## config.mk

```make
export PLATFORM = sky130hd
export DESIGN_NAME = uasp_command_iu_decoder
export DESIGN_NICKNAME = d
export VERILOG_FILES = /design/src/rtl/ucid_pkg.sv /design/src/rtl/ucid_lookup.sv /design/src/rtl/ucid_extract.sv /design/src/rtl/ucid_scale.sv /design/src/rtl/uasp_command_iu_decoder.sv
export VERILOG_INCLUDE_DIRS = /design/src /design/src/rtl
export SDC_FILE = /design/constraint.sdc
export NUM_CORES = 1
export LEC_CHECK = 0
export BUFFER_PORTS_ARGS = -buffer_cell sky130_fd_sc_hd__buf_2
export CORE_MARGIN = 5
export CORE_UTILIZATION = 55
export CTS_CLUSTER_DIAMETER = 60
export DETAILED_ROUTE_END_ITERATION = 8
export PLACE_DENSITY = 0.82
export SETUP_SLACK_MARGIN = 0.5
export SLEW_MARGIN = 30
export SYNTH_ARGS = -nofsm -noshare
export SYNTH_HDL_FRONTEND = slang
export SYNTH_HIERARCHICAL = 1
export SYNTH_SLANG_ARGS = --single-unit
export TNS_END_PERCENT = 5
```

## constraint.sdc

```tcl
create_clock -name i_clk -period 12.2 [get_ports i_clk]
set_clock_uncertainty 0.1 [all_clocks]
set_input_delay 1.22 -clock i_clk [delete_from_list [all_inputs] [get_ports i_clk]]
set_output_delay 1.22 -clock i_clk [all_outputs]
set_load 0.01 [all_outputs]
```

## src/rtl/uasp_command_iu_decoder_defines.svh

```systemverilog
// Assertion macros shared by the command IU decoder RTL.
`ifndef UASP_COMMAND_IU_DECODER_DEFINES_SVH
`define UASP_COMMAND_IU_DECODER_DEFINES_SVH

// Same-cycle implication, sampled on i_clk, off while i_rst_n is low.
`define UCID_ASSERT_NOW(lbl, pre, post, msg) \
    lbl: assert property (@(posedge i_clk) disable iff (!i_rst_n) (pre) |-> (post)) \
        else $error(msg);

// Next-cycle implication, sampled on i_clk, off while i_rst_n is low.
`define UCID_ASSERT_NEXT(lbl, pre, post, msg) \
    lbl: assert property (@(posedge i_clk) disable iff (!i_rst_n) (pre) |=> (post)) \
        else $error(msg);

`endif

```

## src/rtl/ucid_pkg.sv

```systemverilog
// Types, codes and the command table of the UASP command IU decoder.
`default_nettype none
package ucid_pkg;

    // Configuration port
    localparam int unsigned PaddrW = 3;
    localparam int unsigned PdataW = 32;
    localparam logic [3:0]  BlockSizeLog2Reset = 4'd9;

    // Outcome codes
    localparam logic [1:0] OUTC_ACCEPTED = 2'd0;
    localparam logic [1:0] OUTC_UNKNOWN  = 2'd1;
    localparam logic [1:0] OUTC_BAD_ATTR = 2'd2;
    localparam logic [1:0] OUTC_BAD_IU   = 2'd3;

    // Transfer direction codes
    localparam logic [1:0] DIR_NONE = 2'd0;
    localparam logic [1:0] DIR_IN   = 2'd1;
    localparam logic [1:0] DIR_OUT  = 2'd2;

    localparam logic [7:0] IU_COMMAND  = 8'h01;
    localparam logic [2:0] ATTR_SIMPLE = 3'd0;
    localparam logic [7:0] OP_READ_CAPACITY_16 = 8'h9E;
    localparam logic [4:0] SA_READ_CAPACITY_16 = 5'h10;

    // Count field sizes in bytes
    localparam logic [2:0] FIELD_W1 = 3'd1;
    localparam logic [2:0] FIELD_W2 = 3'd2;
    localparam logic [2:0] FIELD_W4 = 3'd4;

    typedef struct packed {
        logic [7:0]  iu_type;
        logic [2:0]  task_attribute;
        logic [15:0] stream_tag;
        logic [7:0]  lun_top_byte;
        logic [63:0] cdb_front;
        logic [63:0] cdb_back;
    } t_in_item;

    typedef struct packed {
        logic [1:0]  outcome;
        logic [1:0]  transfer_direction;
        logic [4:0]  cdb_length;
        logic [31:0] expected_bytes;
        logic [15:0] tag_out;
        logic [7:0]  lun_out;
    } t_out_item;

    // One decoded table row
    typedef struct packed {
        logic       hit;
        logic [4:0] len;
        logic [1:0] dir;
        logic       blocks;
        logic       from_cdb;
        logic [3:0] fixed;
        logic [3:0] pos;
        logic [2:0] width;
    } t_cmd_entry;

    // After lookup stage
    typedef struct packed {
        logic [1:0]   outcome;
        t_cmd_entry   entry;
        logic [127:0] cdb;
        logic [15:0]  tag;
        logic [7:0]   lun;
    } t_s1;

    // After count extraction stage
    typedef struct packed {
        logic [1:0]  outcome;
        logic [1:0]  dir;
        logic [4:0]  len;
        logic        blocks;
        logic [31:0] count;
        logic [15:0] tag;
        logic [7:0]  lun;
    } t_s2;

    function automatic t_cmd_entry mk_entry(
        input logic [4:0] len,
        input logic [1:0] dir,
        input logic       blocks,
        input logic       from_cdb,
        input logic [3:0] fixed,
        input logic [3:0] pos,
        input logic [2:0] width
    );
        t_cmd_entry e;
        e.hit      = 1'b1;
        e.len      = len;
        e.dir      = dir;
        e.blocks   = blocks;
        e.from_cdb = from_cdb;
        e.fixed    = fixed;
        e.pos      = pos;
        e.width    = width;
        return e;
    endfunction

    // Fixed command table keyed by opcode; service action only for READ CAPACITY 16
    function automatic t_cmd_entry cmd_lookup(input logic [7:0] op, input logic [4:0] sa);
        t_cmd_entry e;
        e = '0;
        case (op)
            8'h12: e = mk_entry(5'd6,  DIR_IN,   1'b0, 1'b1, 4'd0, 4'd3,  FIELD_W2);
            8'h15: e = mk_entry(5'd6,  DIR_OUT,  1'b0, 1'b1, 4'd0, 4'd4,  FIELD_W1);
            8'h55: e = mk_entry(5'd10, DIR_OUT,  1'b0, 1'b1, 4'd0, 4'd7,  FIELD_W2);
            8'h1A: e = mk_entry(5'd6,  DIR_IN,   1'b0, 1'b1, 4'd0, 4'd4,  FIELD_W1);
            8'h5A: e = mk_entry(5'd10, DIR_IN,   1'b0, 1'b1, 4'd0, 4'd7,  FIELD_W2);
            8'hA0: e = mk_entry(5'd12, DIR_IN,   1'b0, 1'b1, 4'd0, 4'd6,  FIELD_W4);
            8'h03: e = mk_entry(5'd6,  DIR_IN,   1'b0, 1'b1, 4'd0, 4'd4,  FIELD_W1);
            8'h1D: e = mk_entry(5'd6,  DIR_OUT,  1'b0, 1'b1, 4'd0, 4'd3,  FIELD_W2);
            8'h00: e = mk_entry(5'd6,  DIR_NONE, 1'b0, 1'b0, 4'd0, 4'd0,  3'd0);
            8'h08: e = mk_entry(5'd6,  DIR_IN,   1'b1, 1'b1, 4'd0, 4'd4,  FIELD_W1);
            8'h28: e = mk_entry(5'd10, DIR_IN,   1'b1, 1'b1, 4'd0, 4'd7,  FIELD_W2);
            8'hA8: e = mk_entry(5'd12, DIR_IN,   1'b1, 1'b1, 4'd0, 4'd6,  FIELD_W4);
            8'h88: e = mk_entry(5'd16, DIR_IN,   1'b1, 1'b1, 4'd0, 4'd10, FIELD_W4);
            8'h0A: e = mk_entry(5'd6,  DIR_OUT,  1'b1, 1'b1, 4'd0, 4'd4,  FIELD_W1);
            8'h2A: e = mk_entry(5'd10, DIR_OUT,  1'b1, 1'b1, 4'd0, 4'd7,  FIELD_W2);
            8'hAA: e = mk_entry(5'd12, DIR_OUT,  1'b1, 1'b1, 4'd0, 4'd6,  FIELD_W4);
            8'h8A: e = mk_entry(5'd16, DIR_OUT,  1'b1, 1'b1, 4'd0, 4'd10, FIELD_W4);
            8'h1E: e = mk_entry(5'd6,  DIR_NONE, 1'b0, 1'b0, 4'd0, 4'd0,  3'd0);
            8'h25: e = mk_entry(5'd10, DIR_IN,   1'b0, 1'b0, 4'd8, 4'd0,  3'd0);
            8'h9E: begin
                if (sa == SA_READ_CAPACITY_16) begin
                    e = mk_entry(5'd16, DIR_IN, 1'b0, 1'b1, 4'd0, 4'd10, FIELD_W4);
                end
            end
            8'h1B: e = mk_entry(5'd6,  DIR_NONE, 1'b0, 1'b0, 4'd0, 4'd0,  3'd0);
            8'h2F: e = mk_entry(5'd10, DIR_NONE, 1'b0, 1'b0, 4'd0, 4'd0,  3'd0);
            8'hAF: e = mk_entry(5'd12, DIR_NONE, 1'b0, 1'b0, 4'd0, 4'd0,  3'd0);
            8'h8F: e = mk_entry(5'd16, DIR_NONE, 1'b0, 1'b0, 4'd0, 4'd0,  3'd0);
            8'h04: e = mk_entry(5'd6,  DIR_NONE, 1'b0, 1'b0, 4'd0, 4'd0,  3'd0);
            8'h35: e = mk_entry(5'd10, DIR_NONE, 1'b0, 1'b0, 4'd0, 4'd0,  3'd0);
            8'h91: e = mk_entry(5'd16, DIR_NONE, 1'b0, 1'b0, 4'd0, 4'd0,  3'd0);
            default: e = '0;
        endcase
        return e;
    endfunction

    // CDB byte k of the 16-byte block, byte 0 in the top bits
    function automatic logic [7:0] cdb_byte(input logic [127:0] cdb, input logic [3:0] k);
        logic [7:0] b;
        b = cdb[8'd127 - {k, 3'b000} -: 8];
        return b;
    endfunction

endpackage
`default_nettype wire

```

## src/rtl/ucid_lookup.sv

```systemverilog
// Stage 1: IU type and attribute checks, opcode table lookup.
`default_nettype none
module ucid_lookup
    import ucid_pkg::*;
(
    input  wire logic     i_clk,
    input  wire logic     i_rst_n,
    input  wire logic     i_valid,
    input  wire t_in_item i_data,
    output logic          o_stall,
    output logic          o_valid,
    output t_s1           o_data,
    input  wire logic     i_stall
);

    logic       r_valid;
    t_s1        r_data;
    t_s1        n_data;
    logic       w_adv;
    t_cmd_entry w_entry;

    // Stage moves when empty or when downstream takes its transaction
    assign w_adv   = !r_valid || !i_stall;
    assign o_stall = !w_adv;

    // Checks in priority order: IU type, attribute, table hit
    always_comb begin
        w_entry = cmd_lookup(i_data.cdb_front[63:56], i_data.cdb_front[52:48]);
        n_data.entry = w_entry;
        n_data.cdb   = {i_data.cdb_front, i_data.cdb_back};
        n_data.tag   = i_data.stream_tag;
        n_data.lun   = i_data.lun_top_byte;
        if (i_data.iu_type != IU_COMMAND) begin
            n_data.outcome = OUTC_BAD_IU;
        end else if (i_data.task_attribute != ATTR_SIMPLE) begin
            n_data.outcome = OUTC_BAD_ATTR;
        end else if (!w_entry.hit) begin
            n_data.outcome = OUTC_UNKNOWN;
        end else begin
            n_data.outcome = OUTC_ACCEPTED;
        end
    end

    always_ff @(posedge i_clk) begin
        if (!i_rst_n) begin
            r_valid <= 1'b0;
        end else if (w_adv) begin
            r_valid <= i_valid;
        end
    end

    always_ff @(posedge i_clk) begin
        if (w_adv && i_valid) begin
            r_data <= n_data;
        end
    end

    assign o_valid = r_valid;
    assign o_data  = r_data;

endmodule
`default_nettype wire

```

## src/rtl/ucid_extract.sv

```systemverilog
// Stage 2: big-endian count field extraction from the CDB.
`default_nettype none
module ucid_extract
    import ucid_pkg::*;
(
    input  wire logic i_clk,
    input  wire logic i_rst_n,
    input  wire logic i_valid,
    input  wire t_s1  i_data,
    output logic      o_stall,
    output logic      o_valid,
    output t_s2       o_data,
    input  wire logic i_stall
);

    logic        r_valid;
    t_s2         r_data;
    t_s2         n_data;
    logic        w_adv;
    logic [7:0]  w_b0;
    logic [7:0]  w_b1;
    logic [7:0]  w_b2;
    logic [7:0]  w_b3;
    logic [31:0] w_field;

    assign w_adv   = !r_valid || !i_stall;
    assign o_stall = !w_adv;

    // Four consecutive bytes from pos, offsets wrap within the 16-byte CDB
    always_comb begin
        w_b0 = cdb_byte(i_data.cdb, i_data.entry.pos);
        w_b1 = cdb_byte(i_data.cdb, i_data.entry.pos + 4'd1);
        w_b2 = cdb_byte(i_data.cdb, i_data.entry.pos + 4'd2);
        w_b3 = cdb_byte(i_data.cdb, i_data.entry.pos + 4'd3);
        case (i_data.entry.width)
            FIELD_W1: w_field = {24'd0, w_b0};
            FIELD_W2: w_field = {16'd0, w_b0, w_b1};
            FIELD_W4: w_field = {w_b0, w_b1, w_b2, w_b3};
            default:  w_field = 32'd0;
        endcase
    end

    // Rejected commands carry zero direction, length and count
    always_comb begin
        n_data.outcome = i_data.outcome;
        n_data.tag     = i_data.tag;
        n_data.lun     = i_data.lun;
        if (i_data.outcome == OUTC_ACCEPTED) begin
            n_data.dir    = i_data.entry.dir;
            n_data.len    = i_data.entry.len;
            n_data.blocks = i_data.entry.blocks;
            n_data.count  = i_data.entry.from_cdb ? w_field : {28'd0, i_data.entry.fixed};
        end else begin
            n_data.dir    = DIR_NONE;
            n_data.len    = 5'd0;
            n_data.blocks = 1'b0;
            n_data.count  = 32'd0;
        end
    end

    always_ff @(posedge i_clk) begin
        if (!i_rst_n) begin
            r_valid <= 1'b0;
        end else if (w_adv) begin
            r_valid <= i_valid;
        end
    end

    always_ff @(posedge i_clk) begin
        if (w_adv && i_valid) begin
            r_data <= n_data;
        end
    end

    assign o_valid = r_valid;
    assign o_data  = r_data;

endmodule
`default_nettype wire

```

## src/rtl/ucid_scale.sv

```systemverilog
// Stage 3: block count to byte count scaling and the output register.
`default_nettype none
module ucid_scale
    import ucid_pkg::*;
(
    input  wire logic       i_clk,
    input  wire logic       i_rst_n,
    input  wire logic [3:0] i_block_size_log2,
    input  wire logic       i_valid,
    input  wire t_s2        i_data,
    output logic            o_stall,
    output logic            o_valid,
    output t_out_item       o_data,
    input  wire logic       i_stall
);

    logic      r_valid;
    t_out_item r_data;
    t_out_item n_data;
    logic      w_adv;

    assign w_adv   = !r_valid || !i_stall;
    assign o_stall = !w_adv;

    // Block counts shift by the block size exponent, wrapping at 32 bits
    always_comb begin
        n_data.outcome            = i_data.outcome;
        n_data.transfer_direction = i_data.dir;
        n_data.cdb_length         = i_data.len;
        n_data.expected_bytes     = i_data.blocks ? (i_data.count << i_block_size_log2)
                                                  : i_data.count;
        n_data.tag_out            = i_data.tag;
        n_data.lun_out            = i_data.lun;
    end

    always_ff @(posedge i_clk) begin
        if (!i_rst_n) begin
            r_valid <= 1'b0;
        end else if (w_adv) begin
            r_valid <= i_valid;
        end
    end

    always_ff @(posedge i_clk) begin
        if (w_adv && i_valid) begin
            r_data <= n_data;
        end
    end

    assign o_valid = r_valid;
    assign o_data  = r_data;

endmodule
`default_nettype wire

```

## src/rtl/uasp_command_iu_decoder.sv

```systemverilog
// Throughput: one transaction per cycle while the output is not stalled; a three-stage
// pipeline (lookup, field extraction, scaling) with per-stage valid bits, so a stall at
// the output backs up stage by stage without losing or repeating a transaction.
// Reset (i_rst_n low, synchronous) empties all stages and sets block_size_log2 to 9.
`default_nettype none
`include "uasp_command_iu_decoder_defines.svh"
module uasp_command_iu_decoder
    import ucid_pkg::*;
(
    input  wire logic              i_clk,
    input  wire logic              i_rst_n,
    // Command IU channel
    input  wire logic              i_in_valid,
    input  wire t_in_item          i_in,
    output logic                   o_in_stall,
    // Result channel
    output logic                   o_out_valid,
    output t_out_item              o_out,
    input  wire logic              i_out_stall,
    // Configuration port
    input  wire logic              psel,
    input  wire logic              penable,
    input  wire logic              pwrite,
    input  wire logic [PaddrW-1:0] paddr,
    input  wire logic [PdataW-1:0] pwdata,
    output logic [PdataW-1:0]      prdata,
    output logic                   pready
);

    logic [3:0] r_block_size_log2;
    logic       w_cfg_wr;
    logic       w_s1_valid;
    t_s1        w_s1_data;
    logic       w_s1_stall;
    logic       w_s2_valid;
    t_s2        w_s2_data;
    logic       w_s2_stall;

    // Register 0 sits at byte address 0; higher word addresses hold nothing
    assign pready   = 1'b1;
    assign w_cfg_wr = psel && penable && pwrite && !paddr[2];
    assign prdata   = paddr[2] ? '0 : {{(PdataW-4){1'b0}}, r_block_size_log2};

    always_ff @(posedge i_clk) begin
        if (!i_rst_n) begin
            r_block_size_log2 <= BlockSizeLog2Reset;
        end else if (w_cfg_wr) begin
            r_block_size_log2 <= pwdata[3:0];
        end
    end

    ucid_lookup u_lookup (
        .i_clk   (i_clk),
        .i_rst_n (i_rst_n),
        .i_valid (i_in_valid),
        .i_data  (i_in),
        .o_stall (o_in_stall),
        .o_valid (w_s1_valid),
        .o_data  (w_s1_data),
        .i_stall (w_s1_stall)
    );

    ucid_extract u_extract (
        .i_clk   (i_clk),
        .i_rst_n (i_rst_n),
        .i_valid (w_s1_valid),
        .i_data  (w_s1_data),
        .o_stall (w_s1_stall),
        .o_valid (w_s2_valid),
        .o_data  (w_s2_data),
        .i_stall (w_s2_stall)
    );

    ucid_scale u_scale (
        .i_clk             (i_clk),
        .i_rst_n           (i_rst_n),
        .i_block_size_log2 (r_block_size_log2),
        .i_valid           (w_s2_valid),
        .i_data            (w_s2_data),
        .o_stall           (w_s2_stall),
        .o_valid           (o_out_valid),
        .o_data            (o_out),
        .i_stall           (i_out_stall)
    );

    // Rejected commands report no direction, length or byte count
    `UCID_ASSERT_NOW(a_reject_zero, o_out_valid && (o_out.outcome != OUTC_ACCEPTED), (o_out.transfer_direction == DIR_NONE) && (o_out.cdb_length == 5'd0) && (o_out.expected_bytes == 32'd0), "rejected command with nonzero fields")

    // Every accepted command has a table CDB length
    `UCID_ASSERT_NOW(a_accept_len, o_out_valid && (o_out.outcome == OUTC_ACCEPTED), (o_out.cdb_length != 5'd0), "accepted command with zero CDB length")

    // Input is held off only when the full pipeline waits on the output
    `UCID_ASSERT_NOW(a_stall_source, o_in_stall, o_out_valid && i_out_stall, "input stalled without output backpressure")

    // A configuration write lands in the block size register
    `UCID_ASSERT_NEXT(a_cfg_write, w_cfg_wr, r_block_size_log2 == $past(pwdata[3:0]), "block size write lost")

endmodule
`default_nettype wire
```

==> results.sh <==
export IMPL_status="complete, no violations"
export IMPL_die_h_microns=184
export IMPL_wire_per_inst_microns=22.6
export IMPL_antenna_found_initial=0
export IMPL_top_usage_layer="met2"
export IMPL_path_delay_family="adder cells"
export IMPL_fmax_mhz=226
export IMPL_hold_path_endpoint="u_extract/o_data[17]$_DFFE_PP_"
export IMPL_syn_cell_area_sq_um=16600
export IMPL_antenna_left=0
export IMPL_crit_path_cell_trace="buf_4 -> inv_4 -> ha_1 -> nand2_1 -> mux2i_1 -> a32oi_1 -> a21oi_1 -> nor2_1 -> a31oi_1"
export IMPL_post_route_period_util=0.363
export IMPL_synthCells=1039
export IMPL_critPathArrivalTime_ns=4.73
export IMPL_rr_startpoint="u_lookup/o_data[155]$_DFFE_PP_"
export IMPL_clockBufferDepth=3
export IMPL_cts_buffers=31
export IMPL_hold_viol=0
export IMPL_grt_pass1_wl_microns=58500
export IMPL_io_pins=305
export IMPL_cts_htree_levels=1
export IMPL_avgSynthCellArea_sq_um=15.9
export IMPL_finalSetupViolCount=0
export IMPL_start_util=0.558
export IMPL_power_density_nw_per_um2=139
export IMPL_drc_errors=0
export IMPL_core_sq_um=29700
export IMPL_io_buffers=245
export IMPL_cts_resized=0
export IMPL_drv_cap=0
export IMPL_vdd_drop_max_v=0.000113
export IMPL_drtPass1Iterations=6
export IMPL_place_gp_congestion=0.917
export IMPL_final_nets=1461
export IMPL_clock_sink_count=307
export IMPL_rsz0062_at_grt="no"
export IMPL_rr_worst_depth=9
export IMPL_dp_hpwl_microns=27300
export IMPL_crit_slowest_cell="ha_1"
export IMPL_rows=63
export IMPL_worst_pin_slew_ns=0.998
export IMPL_cts_root_buf="clkbuf_16"
export IMPL_cts_tree="built"
export IMPL_use_met1=0.302
export IMPL_fp_dieW_microns=184
export IMPL_yosysWarnings=6
export IMPL_area_growth_pct=13.6
export IMPL_drive_gt1_frac=0.379
export IMPL_fillerInstances=2148
export IMPL_min_path_type="reg2reg"
export IMPL_ctsHoldBuffers=0
export IMPL_slew_violations=0
export IMPL_dp_slack_ns=7.46
export IMPL_clk_pin_slew_ns=0.06
export IMPL_dieArea_sq_um=33700
export IMPL_max_slew_margin=0.315
export IMPL_fin_ws_ns=7.78
export IMPL_min_delay_start="u_lookup/o_data[17]$_DFFE_PP_"
export IMPL_hold_depth=0
export IMPL_setup_tns_ns=0
export IMPL_vias=10626
export IMPL_path_class="reg2reg"
export IMPL_wirelength_microns=37700
export IMPL_p_leak_nw=6.82
export IMPL_antennaDiodeCount=0
export IMPL_rrSetupSlack_ns=7.78
export IMPL_startpoint_type="flip-flop"
export IMPL_critPathMaxStageDelay_ns=1.03
export IMPL_drtIter0Drc=1294
export IMPL_fin_crit_ns=4.42
export IMPL_worst_path_buf_inv=2
export IMPL_gr_usage_met2=0.350
export IMPL_critPathRequiredTime_ns=12.51
export IMPL_grt_util_all_layers=0.219
export IMPL_grt_start_max_net_pins=76
export IMPL_met3_usage=0.0495
export IMPL_clk_latency_ns=0.57
export IMPL_overflow=0
export IMPL_post_cts_buffers=0
export IMPL_fin_util=0.633
export IMPL_viasPerCell=6.37
export IMPL_grt_pass1_vias=10462
export IMPL_cp_max_fo=50
export IMPL_timing_rr_end="u_extract/o_data[27]$_SDFFCE_PP0P_"
export IMPL_endpoint_kind="flip-flop"
==> placed cells by master (no fill, tap or decap), types with 9 or more instances in the layout <==
master / n
a21oi_1: 22
a22oi_1: 15
a2bb2oi_1: 9
and2_1: 14
buf_2: 245
buf_4: 14
clkbuf_16: 31
conb_1: 33
edfxtp_1: 300
mux2i_1: 75
mux4_2: 145
nand2_1: 72
nand3_1: 14
nor2_1: 32
nor2b_1: 18
o21a_1: 9
o21ai_0: 13
o21ai_1: 12
o221ai_1: 11
o22ai_1: 9
==> layout make-up <==
class / count / area (sq um) / share of cell area
Multi-Input combinational cell: 644 / 6780 / 0.360
Inverter: 7 / 28.8 / 0.00153
Clock inverter: 24 / 235 / 0.0125
Timing Repair Buffer: 261 / 1350 / 0.0719
Tap cell: 390 / 488 / 0.0259
Clock buffer: 34 / 787 / 0.0418
Sequential cell: 307 / 9150 / 0.486
==> power by group <==
| part | total (mW) | internal, mW | switching, mW |
|---|---|---|---|
| sequential | 1.29 | 1.24 | 0.0582 |
| clock | 0.931 | 0.536 | 0.395 |
| combinational | 0.386 | 0.194 | 0.192 |
| total | 2.61 | 1.97 | 0.645 |
==> per-stage QoR <==
step           power [mW]  hold WS, ns  cell area [sq um]  instances
2_1_floorplan        1.59        0.300              16700       1069
3_3_place_gp         1.68        0.301              17800       1608
3_5_place_dp         1.69        0.305              17800       1609
4_1_cts              2.63        0.318              18800       1667
5_1_grt              2.72        0.321              18800       1667
6_report             2.61        0.314              18800       1667
==> worst reg2reg max path, cell delays in order, from the launching register on <==
cell      delay [ns]
edfxtp_1        0.33
buf_4           0.63
inv_4           0.37
ha_1            1.04
nand2_1         0.15
mux2i_1         0.83
a32oi_1         0.37
a21oi_1         0.24
nor2_1          0.07
a31oi_1         0.16
==> per-layer routing <==
| layer | up-vias | part of all wire |
|---|---|---|
| li1 | 4645 | - |
| met1 | 5246 | 0.38 |
| met2 | 646 | 0.48 |
| met3 | 89 | 0.11 |
| met4 | 0 | 0.032 |
| met5 | - | 0 |
==> registers in the layout (all words and copies together), names as in the netlist <==
name	flops
r_block_size_log2	4
u_extract/o_data	66
u_extract/o_valid	1
u_lookup/o_data	169
u_lookup/o_valid	1
u_scale/o_data	65
u_scale/o_valid	1
==> worst max path at each step <==
stage,slack [ns],cells past startpoint,start,endpoint
after floorplan,2.17,4,i_out_stall,u_lookup/o_data[0]$_DFFE_PP_
after global placement,7.59,7,i_out_stall,u_lookup/o_data[14]$_DFFE_PP_
after detailed placement,7.46,7,i_out_stall,u_lookup/o_data[2]$_DFFE_PP_
after CTS,7.92,9,u_lookup/o_data[155]$_DFFE_PP_,u_extract/o_data[26]$_SDFFCE_PP0P_
after global routing,7.34,9,u_lookup/o_data[155]$_DFFE_PP_,u_extract/o_data[26]$_SDFFCE_PP0P_
final,7.78,9,u_lookup/o_data[155]$_DFFE_PP_,u_extract/o_data[27]$_SDFFCE_PP0P_
Note: power is estimated with default switching activity, not from simulation.
